File: config.mk
export PLATFORM = sky130hd
export DESIGN_NAME = i2c_master_transfer_sequencer
export DESIGN_NICKNAME = d
export VERILOG_FILES = /design/src/rtl/i2cmts_pkg.sv /design/src/rtl/i2cmts_decide.sv /design/src/rtl/i2c_master_transfer_sequencer.sv
export SDC_FILE = /design/constraint.sdc
export NUM_CORES = 1
export LEC_CHECK = 0
export CAP_MARGIN = 20
export CORE_ASPECT_RATIO = 1.4
export CORE_MARGIN = 3
export CORE_UTILIZATION = 45
export CTS_BUF_LIST = sky130_fd_sc_hd__clkbuf_16
export DETAILED_ROUTE_END_ITERATION = 12
export DONT_BUFFER_PORTS = 1
export GPL_TIMING_DRIVEN = 0
export MAX_ROUTING_LAYER = met4
export PLACE_DENSITY = 0.63
export SLEW_MARGIN = 20
export SYNTH_ARGS = -nofsm -noshare
export SYNTH_HDL_FRONTEND = slang
export SYNTH_SLANG_ARGS = --single-unit
File: constraint.sdc
create_clock -name clk -period 4.88 [get_ports clk]
set_input_delay 0.976 -clock clk [delete_from_list [all_inputs] [get_ports clk]]
set_output_delay 0.976 -clock clk [all_outputs]
set_load 0.005 [all_outputs]
File: src/rtl/i2cmts_pkg.sv
// Shared types and codes of the I2C master transfer sequencer.
// No dependencies.
`default_nettype none

package i2cmts_pkg;

  localparam int LENGTH_BITS = 16;

  // Transfer phase codes
  localparam logic [1:0] PH_IDLE  = 2'd0;
  localparam logic [1:0] PH_WRITE = 2'd1;
  localparam logic [1:0] PH_READ  = 2'd2;

  // Action codes
  localparam logic [2:0] ACT_NONE      = 3'd0;
  localparam logic [2:0] ACT_ADDR      = 3'd1;
  localparam logic [2:0] ACT_DATA      = 3'd2;
  localparam logic [2:0] ACT_ACK       = 3'd3;
  localparam logic [2:0] ACT_NACK_STOP = 3'd4;
  localparam logic [2:0] ACT_STOP      = 3'd5;

  // Error codes
  localparam logic [1:0] ERR_NONE = 2'd0;
  localparam logic [1:0] ERR_BUS  = 2'd1;
  localparam logic [1:0] ERR_NAK  = 2'd2;

  localparam logic [0:0] KIND_START = 1'b0;

  typedef logic [LENGTH_BITS-1:0] len_t;

  typedef struct packed {
    logic [1:0] phase;
    logic [6:0] saved_address;
    len_t       write_total;
    len_t       read_total;
    len_t       write_index;
    len_t       read_index;
    logic [1:0] last_error;
  } seq_state_t;

  localparam seq_state_t STATE_RESET = '{
    phase: PH_IDLE, saved_address: 7'd0, write_total: '0, read_total: '0,
    write_index: '0, read_index: '0, last_error: ERR_NONE};

  typedef struct packed {
    logic [0:0]  kind;
    logic [6:0]  target_address;
    logic [15:0] write_length;
    logic [15:0] read_length;
    logic        read_first;
    logic        arbitration_lost;
    logic        bus_fault;
    logic        got_nack;
    logic [7:0]  received_byte;
    logic [7:0]  next_write_byte;
  } item_t;

  typedef struct packed {
    logic        accepted;
    logic [2:0]  action;
    logic [7:0]  address_byte;
    logic [7:0]  data_out;
    logic [7:0]  data_in;
    logic [15:0] byte_index;
    logic [1:0]  error_code;
    logic        done_res;
  } result_t;

endpackage

`default_nettype wire

File: src/rtl/i2cmts_decide.sv
// Per-word decision logic: next sequencer state and result word.
// Depends on i2cmts_pkg.
`default_nettype none

module i2cmts_decide (
  input  var i2cmts_pkg::seq_state_t st,
  input  var i2cmts_pkg::item_t      item,
  output i2cmts_pkg::seq_state_t     st_nxt,
  output i2cmts_pkg::result_t        res
);

  localparam i2cmts_pkg::len_t LEN_ONE = i2cmts_pkg::len_t'(1);

  logic              idle;
  logic              start_ok;
  i2cmts_pkg::len_t  wl;
  i2cmts_pkg::len_t  rl;

  assign wl       = i2cmts_pkg::len_t'(item.write_length);
  assign rl       = i2cmts_pkg::len_t'(item.read_length);
  assign idle     = (st.phase != i2cmts_pkg::PH_WRITE) && (st.phase != i2cmts_pkg::PH_READ);
  assign start_ok = idle && !(item.read_first && (rl == '0));

  always_comb begin
    st_nxt = st;
    res    = '0;
    if (item.kind == i2cmts_pkg::KIND_START) begin
      if (start_ok) begin
        st_nxt.saved_address = item.target_address;
        st_nxt.write_total   = wl;
        st_nxt.read_total    = rl;
        st_nxt.write_index   = '0;
        st_nxt.read_index    = '0;
        st_nxt.last_error    = i2cmts_pkg::ERR_NONE;
        st_nxt.phase         = item.read_first ? i2cmts_pkg::PH_READ : i2cmts_pkg::PH_WRITE;
        res.accepted         = 1'b1;
        res.action           = i2cmts_pkg::ACT_ADDR;
        res.address_byte     = {item.target_address, item.read_first};
      end
    end else if (item.arbitration_lost || item.bus_fault || item.got_nack) begin
      // bus faults take priority over NACK
      st_nxt.last_error = (item.arbitration_lost || item.bus_fault) ?
                          i2cmts_pkg::ERR_BUS : i2cmts_pkg::ERR_NAK;
      st_nxt.phase      = i2cmts_pkg::PH_IDLE;
      res.action        = i2cmts_pkg::ACT_STOP;
      res.done_res      = 1'b1;
    end else begin
      unique case (st.phase)
        i2cmts_pkg::PH_WRITE: begin
          if (st.write_index == st.write_total) begin
            if (st.read_total != '0) begin
              // repeated start into the read phase
              res.action        = i2cmts_pkg::ACT_ADDR;
              res.address_byte  = {st.saved_address, 1'b1};
              st_nxt.read_index = '0;
              st_nxt.phase      = i2cmts_pkg::PH_READ;
            end else begin
              res.action        = i2cmts_pkg::ACT_STOP;
              res.done_res      = 1'b1;
              st_nxt.last_error = i2cmts_pkg::ERR_NONE;
              st_nxt.phase      = i2cmts_pkg::PH_IDLE;
            end
          end else begin
            res.action         = i2cmts_pkg::ACT_DATA;
            res.data_out       = item.next_write_byte;
            res.byte_index     = 16'(st.write_index);
            st_nxt.write_index = st.write_index + LEN_ONE;
          end
        end
        i2cmts_pkg::PH_READ: begin
          res.data_in       = item.received_byte;
          res.byte_index    = 16'(st.read_index);
          st_nxt.read_index = st.read_index + LEN_ONE;
          if (st.read_index == (st.read_total - LEN_ONE)) begin
            res.action        = i2cmts_pkg::ACT_NACK_STOP;
            res.done_res      = 1'b1;
            st_nxt.last_error = i2cmts_pkg::ERR_NONE;
            st_nxt.phase      = i2cmts_pkg::PH_IDLE;
          end else begin
            res.action = i2cmts_pkg::ACT_ACK;
          end
        end
        default: begin
          // idle or unused code: no action
        end
      endcase
    end
    res.error_code = st_nxt.last_error;
  end

endmodule

`default_nettype wire

File: src/rtl/i2c_master_transfer_sequencer.sv
// Top level of the I2C master transfer sequencer.
// Depends on i2cmts_pkg and i2cmts_decide.
//
//   channel | direction | handshake          | payload
//   in_     | input     | in_valid/in_stall   | kind, address, lengths, event flags, bytes
//   out_    | output    | out_valid/out_stall | accepted, action, bytes, index, error, done
//
// Every input word yields exactly one result word, in the cycle after acceptance.
// A word is taken every cycle in which in_stall is low; the only loop is the state register
// through the decision logic, one pass per word.
// in_stall rises only when the result register is full and out_stall holds it.
// Reset (rst_n low, synchronous) idles the sequencer and empties the result register.
`default_nettype none

module i2c_master_transfer_sequencer (
  input  wire logic        clk,
  input  wire logic        rst_n,
  // request / bus event words
  input  wire logic        in_valid,
  output      logic        in_stall,
  input  wire logic [0:0]  in_kind,
  input  wire logic [6:0]  in_target_address,
  input  wire logic [15:0] in_write_length,
  input  wire logic [15:0] in_read_length,
  input  wire logic        in_read_first,
  input  wire logic        in_arbitration_lost,
  input  wire logic        in_bus_fault,
  input  wire logic        in_got_nack,
  input  wire logic [7:0]  in_received_byte,
  input  wire logic [7:0]  in_next_write_byte,
  // result words
  output      logic        out_valid,
  input  wire logic        out_stall,
  output      logic        out_accepted,
  output      logic [2:0]  out_action,
  output      logic [7:0]  out_address_byte,
  output      logic [7:0]  out_data_out,
  output      logic [7:0]  out_data_in,
  output      logic [15:0] out_byte_index,
  output      logic [1:0]  out_error_code,
  output      logic        out_done_res
);

  i2cmts_pkg::seq_state_t state_r;
  i2cmts_pkg::seq_state_t state_nxt;
  i2cmts_pkg::item_t      item;
  i2cmts_pkg::result_t    res_nxt;
  i2cmts_pkg::result_t    res_r;
  logic                   out_valid_r;
  logic                   in_take;

  // The result register frees up in the same cycle it is drained.
  assign in_stall = out_valid_r && out_stall;
  assign in_take  = in_valid && !in_stall;

  assign item = '{
    kind:             in_kind,
    target_address:   in_target_address,
    write_length:     in_write_length,
    read_length:      in_read_length,
    read_first:       in_read_first,
    arbitration_lost: in_arbitration_lost,
    bus_fault:        in_bus_fault,
    got_nack:         in_got_nack,
    received_byte:    in_received_byte,
    next_write_byte:  in_next_write_byte};

  i2cmts_decide u_decide (
    .st     (state_r),
    .item   (item),
    .st_nxt (state_nxt),
    .res    (res_nxt)
  );

  // Control: sequencer state and result valid.
  always_ff @(posedge clk) begin
    if (!rst_n) begin
      state_r     <= i2cmts_pkg::STATE_RESET;
      out_valid_r <= 1'b0;
    end else begin
      if (in_take) begin
        state_r     <= state_nxt;
        out_valid_r <= 1'b1;
      end else if (!out_stall) begin
        out_valid_r <= 1'b0;
      end
    end
  end

  // Payload: loaded only on acceptance, so it holds while stalled.
  always_ff @(posedge clk) begin
    if (in_take) begin
      res_r <= res_nxt;
    end
  end

  assign out_valid        = out_valid_r;
  assign out_accepted     = res_r.accepted;
  assign out_action       = res_r.action;
  assign out_address_byte = res_r.address_byte;
  assign out_data_out     = res_r.data_out;
  assign out_data_in      = res_r.data_in;
  assign out_byte_index   = res_r.byte_index;
  assign out_error_code   = res_r.error_code;
  assign out_done_res     = res_r.done_res;

endmodule

`default_nettype wire

==> results of run 1 <==
==> metal layers <==
layer	part of all wire, %	global-route usage (%)
met2	50	37.4
met3	6.9	5.52
met5	0	-
met1	41	25.4
met4	3.1	9.31
==> synth_stat cells (all sizes together) (4+ instances only) <==
| cell | instances |
|---|---|
| or3 | 4 |
| and2 | 7 |
| a22oi | 17 |
| a21boi | 43 |
| a22o | 9 |
| edfxtp | 46 |
| xnor2 | 37 |
| mux2i | 4 |
| nor2 | 57 |
| and3 | 25 |
| clkbuf | 32 |
| xor2 | 24 |
| nor4b | 4 |
| ha | 5 |
| nor4 | 17 |
| nand2 | 102 |
| dfxtp | 76 |
| nor3 | 8 |
| nand3 | 11 |
| o21ai | 9 |
| buf | 8 |
| nand4 | 19 |
| a21oi | 10 |
| nand2b | 4 |
| inv | 11 |
| nor2b | 6 |
==> layout by cell type (no fill, tap or decap), drive strengths merged, types with 3 or more instances in the layout <==
cell type  synthesis  routed
nand2b             4       4
nand2            102     102
inv               11      17
nand4             19      19
nor2              57      57
nand3             11      11
xor2              24      24
clkinv             0       4
clkbuf            32      49
buf                8       8
edfxtp            46      46
ha                 5       5
bufinv             0       3
nor4              17      17
nor3               8       8
nand3b             3       3
a21o               3       3
and2               7       7
or3                4       4
nor4b              4       4
o21ai              9       9
and3              25      25
nor2b              6       6
dfxtp             76      76
mux2i              4       4
xnor2             37      37
a21oi             10      10
a21boi            43      43
a22o               9       9
a22oi             17      17
==> metrics by stage <==
step / setup slack, ns / setup TNS, ns / utilization (%) / power, uW
CTS: 1.73 / 0 / 52.7 / 2590
global route: 1.49 / 0 / 52.7 / 2670
global placement: -0.333 / -2.76 / 48.2 / 1370
detailed placement: 1.31 / 0 / 48.2 / 1380
floorplan: 0.741 / 0 / - / 1320
finish: 1.74 / 0 / 52.7 / 2580
==> worst paths after layout <==
kind                                     to  cells past startpoint
worst max-delay path            state_r[16]                      8
worst min-delay path            state_r[66]                      2
worst max register to register  state_r[68]                      9
worst min register to register  state_r[66]                      2
==> worst reg2reg max path, delay by kind of cell (launching register included) <==
family	cells	cell delay, ns
AO/OA/AOI/OAI	2	0.55
adder cells (fa/ha/maj)	1	0.42
flip-flops	1	0.35
buffers and inverters	3	0.85
AND/OR/NAND/NOR	3	0.64
==> sequential cells by signal (all words and copies together) (netlist names) <==
| register | count |
|---|---|
| out_accepted | 1 |
| out_action | 3 |
| out_address_byte | 8 |
| out_byte_index | 16 |
| out_data_in | 8 |
| out_data_out | 8 |
| out_error_code | 2 |
| out_valid | 1 |
| state_r | 75 |
==> logic make-up (layout without fill, tap and decap cells) <==
logic type / count (synthesis) / after routing / share of synthesized area, %
buf+inv: 51 / 83 / 3.62
mux: 4 / 4 / 0.666
xor+xnor: 61 / 61 / 8.88
fa+ha+maj: 5 / 5 / 1.04
compound gates: 116 / 116 / 14.5
simple gates: 276 / 276 / 23.0
flops: 122 / 122 / 48.3
==> area by class of cell <==
cell class                      count  area, um2
Fill cell                        1229       6120
Sequential cell                   122       2900
Multi-Input combinational cell    462       2890
Clock buffer                       17        425
Tap cell                          178        223
Buffer                             40        180
Clock inverter                     15        146
Inverter                           11       41.3
==> report_power, final <==
group          switching, uW  internal (uW)
combinational            146           84.9
clock                    432            785
sequential              29.6           1100
==> results.md, run 1 <==
- The clock skew is 0.00987 ns.
- The number of antenna violations at the first check in global routing came to 0.
- The repair_antennas step left the layout with diodes totalling 0.
- Compared with the post-synthesis result, the final layout area differs by 13.3%.
- The worst vdd rail ir drop is 0.000224 V.
- The maximum fanout count along the critical path is 10.
- The routed layout has 4810 vias.
- The total power divided by cell area is 378 nW/um2.
- The minimum setup slack among reg-to-reg paths is 1.99 ns.
- Data on the critical path is required at its endpoint by around 5.2 ns.
- The synthesized design contains 122 register bits.
- The starting density of the core is a little under half.
- Wires add up to 16000 um.
- The count of input and output buffers is 0.
- After layout, the worst path uses 64.3% of the clock period.
- The most numerous cell type found on the critical path is sky130_fd_sc_hd__nor4_1.
- By area the synthesized netlist is led by sky130_fd_sc_hd__dfxtp_1 (25%), sky130_fd_sc_hd__edfxtp_1 (23%), sky130_fd_sc_hd__nand2_1 (6.4%), sky130_fd_sc_hd__xnor2_1 (5.4%), sky130_fd_sc_hd__a21boi_0 (5.1%).
- Hold is met by approximately 0.47 ns.
- The run finished with clean final reports.
- The instance area after placement is about 6200 um2.
- The first-pass GRT wire length is between 20000 and 25000 um.
- The vertical die dimension is 143 um.
- Max-cap violations in this run came to 0.
- The DRC marker count from the first detailed-route iteration is 274.
- The longest clock path from root to sink contains 2 buffers.
- The buffer and inverter count on the worst path is 1.
- In the routed design, unresolved DRC markers number 0.
- Summing all non-filler instances in the final layout gives an area of 6810 um2.
- The synthesized netlist cell count is 635.
- For this run, asynchronously set or reset flops after synthesis account for 0%.
- The placeable core area is around 13000 um2.
- The die covers roughly 15000 um2.
- Post-CTS timing repair inserted 0 buffers for setup.
- The time the final worst path needs with I/O delays and setup is 3.14 ns.
- Each instance of the synthesized netlist takes up on average 9.47 um2.
- From left edge to right edge, the die measures approximately 100 um.
- TritonCTS built the clock tree.
- The post-synthesis sequential area ratio is 48.3%.
- Entering global routing, the biggest net connects 53 pins.
- The tightest min-delay check is of the reg2reg type.
- The cell type with the largest total area after synthesis is sky130_fd_sc_hd__dfxtp_1.
- By startpoint and endpoint, the worst setup path is classified as in2reg.
- The TritonCTS sink count is 122.
- The length of the first detailed-routing pass in iterations is 5.
- The final max-slew violation count came to 0.
- The final routed wire length divided by cell count is between 15 and 20 um.
- The number of hold buffers added after CTS was 0.
- After detailed placement, the design holds a cell count of just over 800.
- The number of nets handed over by synthesis was 704.
- The last weighted congestion value of the routability-driven placer is ~0.95.
- Global routing finished with a remaining overflow of 0.
- The via count of the first global-routing pass is between 4000 and 5000.
- After the last flow step, the layout net total stands at 723.
- The peak per-stage delay on the critical path is roughly 0.53 ns.
- The worst register-to-register path begins at state_r[73].
- The filler-free cell count of the finished design is 845.
- The number of buffers added by the clock tree synthesis step is 17.
- Global routing used 22.2% of the available tracks across all layers.
- STA classifies the critical path startpoint as an input port.
- The number of different library cells used by synthesis comes to 63.
- The cell at the root of the clock tree is sky130_fd_sc_hd__clkbuf_16.
- The arrival time at the worst endpoint is 3.43 ns.
- Dividing the detail-routed via count by the number of cells gives about 5.7.
- Setup violations remaining at the end of the flow were counted as 0.
- The slew at the pin closest to its max-slew limit is 0.716 ns.
- The critical hold path startpoint is state_r[66].
- After clock tree synthesis, the clock-pin slew on the worst setup and hold paths is 0.05 ns.
- The total standard cell area after synthesis is 6010 um2.
- In this run the number of H-tree levels came out at 4.
- The HPWL after detailed placement is 11900 um.
- The Yosys step of the flow raised 0 warnings.
- The cell at the slowest stage of the critical path is sky130_fd_sc_hd__o21ai_0.
- Yosys mapped a number of flops with a built-in enable equal to 46.
- The number of nets still failing antenna checks after routing is 0.
- The signal on the critical path passes through nor4_1, nand4_1, o41a_1, o21ai_0, clkbuf_1, nor4_1, xnor2_1, nor2_1.
- The worst pin sits at a relative slew slack of 52.3%.
- The post-cts resize count is 0.
- The count of boundary I/O pins is 113.
- The later-pin clock latency in the skew report is 0.41 ns.
- The floorplan has 49 rows.
- The highest clock rate is 319 MHz.
- The proportion of layout cells with a drive suffix above 1 is 6.15%.
- In this design, the largest share of critical-path delay is due to compound AO/OA/AOI/OAI gates.
- The final-report hold violation count is 0.
- The most critical setup path has its startpoint at in_read_length[14].
- The worst setup path is captured at a flip-flop.
- Setup repair after global routing left no endpoint under its margin.
- The static leakage is 0.00241 uW.
- Among all flip-flop cells after synthesis, the most frequent one is sky130_fd_sc_hd__dfxtp_1.
- Of the post-synthesis cell area, the dominant cell type holds 25.3%.
No activity file was read; power rests on OpenSTA's default activity.
==> run 2, diff against run 1 <==
- PLACE_DENSITY: 0.63 -> 0.65
- clock period: 4.88 -> 2.7 ns (I/O delays scaled with it)
==> results.md, run 2 (synthesis gave the netlist of run 1 again) <==
- Across the VDD grid, the largest voltage drop is 0.000480 V.
- The class of the worst hold path is in2reg.
- The total power after layout is approximately 4800 uW.
- The total wirelength of the detailed-routed design is 16000 um.
- Setup violations remaining at the end of the flow were counted as 0.
- The gate family responsible for the most delay along the worst path is simple AND/OR/NAND/NOR gates.
- The signal on the critical path passes through buf_2, nor4_4, and3_1, a31oi_1, nor3_1, nand3_2, a211o_1, a21o_1.
- The largest net degree at the start of global routing is 53.
- The register with the most flip-flops is state_r.
- The number of hold buffers added after CTS was 0.
- The CTS tree is done.
- On the final layout, the worst clock skew is 0.0164 ns.
- Headroom to the max-slew limit came out at 53.6%.
- The vertical die dimension is 143 um.
- The via count of the first global-routing pass is about 4700.
- The cell at the slowest stage of the critical path is sky130_fd_sc_hd__nor4_4.
- At the pin with the least slew margin, the transition time is 0.693 ns.
- The final-report hold violation count is 0.
- The clock period could shrink to 2.54 ns.
- The final total negative setup slack is 0 ns.
- The last weighted congestion value of the routability-driven placer is 0.936.
- The reg-to-reg endpoint is out_error_code[0].
- The placeable core area is 12900 um2.
- The end point of the critical path is out_error_code[0].
- For the worst-skew pair, the clock arrives at the later sink with an insertion delay of 0.41 ns.
- The first global-routing pass estimated 25200 um of wire.
- Once detail routing completed, the nets flagged for antenna violations numbered 0.
- The number of nets in the layout is 726.
- For the worst flop-to-flop path, the logic depth is 8.
- The filler-free cell count of the finished design is approximately 850.
- In this run the power density over the cells is 689 nW/um2.
- Once detailed placement completed, the half-perimeter wirelength came to 12100 um.
- The first detailed-routing pass ran for 5 iterations.
- Buffers inserted during clock tree synthesis total 17.
- The count of input and output buffers is 0.
- The most common cell after layout, fill and taps aside is sky130_fd_sc_hd__nand2_1.
- The root buffer cell chosen for the clock tree is sky130_fd_sc_hd__clkbuf_16.
- The die is 104 um wide.
- In this run the worst setup path begins at state_r[37].
- Clock tree synthesis found a total of approximately 120 sinks.
- The minimum setup slack among reg-to-reg paths is 0.16 ns.
- The flow ran to the end, and the final reports show no timing, DRC or antenna violations.
- The reported max-cap violation count is 0.
- The required time of the critical path is approximately 2.9 ns.
- The arrival time at the worst endpoint is approximately 2.7 ns.
- The critical path runs through a total of 8 cells.
- The H-tree was split into 4 levels.
- The final max-slew violation count was 0.
- In this run the deepest clock path goes through 2 buffers.
- The critical path startpoint category is a flip-flop.
- The diode insertion count for antenna repair is 0.
- In the routed design, unresolved DRC markers number 0.
- The area growth from synthesis to layout is 15.5%.
- Of the available clock period, the critical path in the final layout requires a little over nine tenths.
- The kind of end point of the critical path is a flip-flop.
- The routed layout has around 4800 vias.
- For this design the top-level I/O count stands at 113.
- The number of antenna violations at the first check in global routing was 0.
- The proportion of layout cells with a drive suffix above 1 is 10.7%.
- Summed over all layers, the global routing overflow is 0.
- The total placed cells including tap cells is about 810.
- The floorplan has just under 50 rows.
- The static leakage is approximately 0.0025 uW.
- The maximum fanout count along the critical path is 7.
- Together, buffers and inverters on the worst path number 1.
- The startpoint of the worst-slack reg-to-reg timing path is state_r[37].
- The starting density of the core is 46.5%.
- The DRC marker count from the first detailed-route iteration is 321.
- The highest clock rate is ~390 MHz.
- The kind of critical path is reg2reg.
- In the final routed layout, each cell accounts on average for 18.8 um.
- Global routing used approximately 22% of the available tracks.
- In the layout the commonest cells are sky130_fd_sc_hd__nand2_1 (102), sky130_fd_sc_hd__dfxtp_1 (64), sky130_fd_sc_hd__nor2_1 (57), sky130_fd_sc_hd__edfxtp_1 (46), sky130_fd_sc_hd__a21boi_0 (41).
- The register with the most flip-flops in the layout has 75 of them.
- The die covers about 15000 um2.
- The peak per-stage delay on the critical path is 0.47 ns.
- After clock tree synthesis, the clock-pin slew on the worst setup and hold paths is 0.06 ns.
- Dividing the detail-routed via count by the number of cells gives 5.60.
run 2: cell count changes in the layout (fill, tap and decap cells not counted), sizes merged:
cell and delta:
buf +5, clkbuf -2, clkinv +1, clkinvlp +1, inv -2
run 2: area by class of cell:
class                      instances  area (um2)
multi-input combinational        462        2940
sequential                       122        2920
buffer                            37         179
clock inverter                    15         174
clock buffer                      17         425
inverter                          11        41.3
timing repair buffer               6        45.0
fill                            1198        5990
tap                              178         223
run 2: repair_timing:
action                     in CTS  in global routing
setup endpoints to repair      24                 60
pin swaps                       1                  5
buffers inserted                0                  6
resized for setup               6                 23
run 2: routing by layer:
metal / global-route usage, % / wire [um] / vias to the layer above
li1: - / - / 2306
met1: 25.0 / 6620 / 2233
met2: 39.1 / 7950 / 192
met3: 5.61 / 1040 / 22
met4: 8.82 / 366 / 0
met5: - / 0 / -
run 2: per-stage QoR:
step	setup WS, ns	hold WS, ns	area, um2	util (%)
2_1_floorplan	0.232	0.443	6020	-
3_3_place_gp	-0.322	0.453	6240	48.2
3_5_place_dp	-0.355	0.464	6240	48.2
4_1_cts	0.0124	0.244	6860	53.0
5_1_grt	-0.00400	0.256	6950	53.7
6_report	0.160	0.264	6950	53.7
run 2: worst min-delay path by stage:
stage / to / from / cells after the start
after global routing: out_valid / in_valid / 1
after CTS: out_valid / in_valid / 1
after detailed placement: state_r[69] / state_r[69] / 2
after global placement: state_r[70] / state_r[70] / 2
after floorplan: state_r[66] / state_r[66] / 2
final: out_valid / in_valid / 1
run 2: where the power goes:
part           leakage (uW)  switching [uW]  internal, uW  total (uW)
Clock              0.000289             846          1450        2300
Sequential          0.00108            54.1          1980        2040
Combinational       0.00108             272           177         449
Total               0.00245            1170          3610        4780
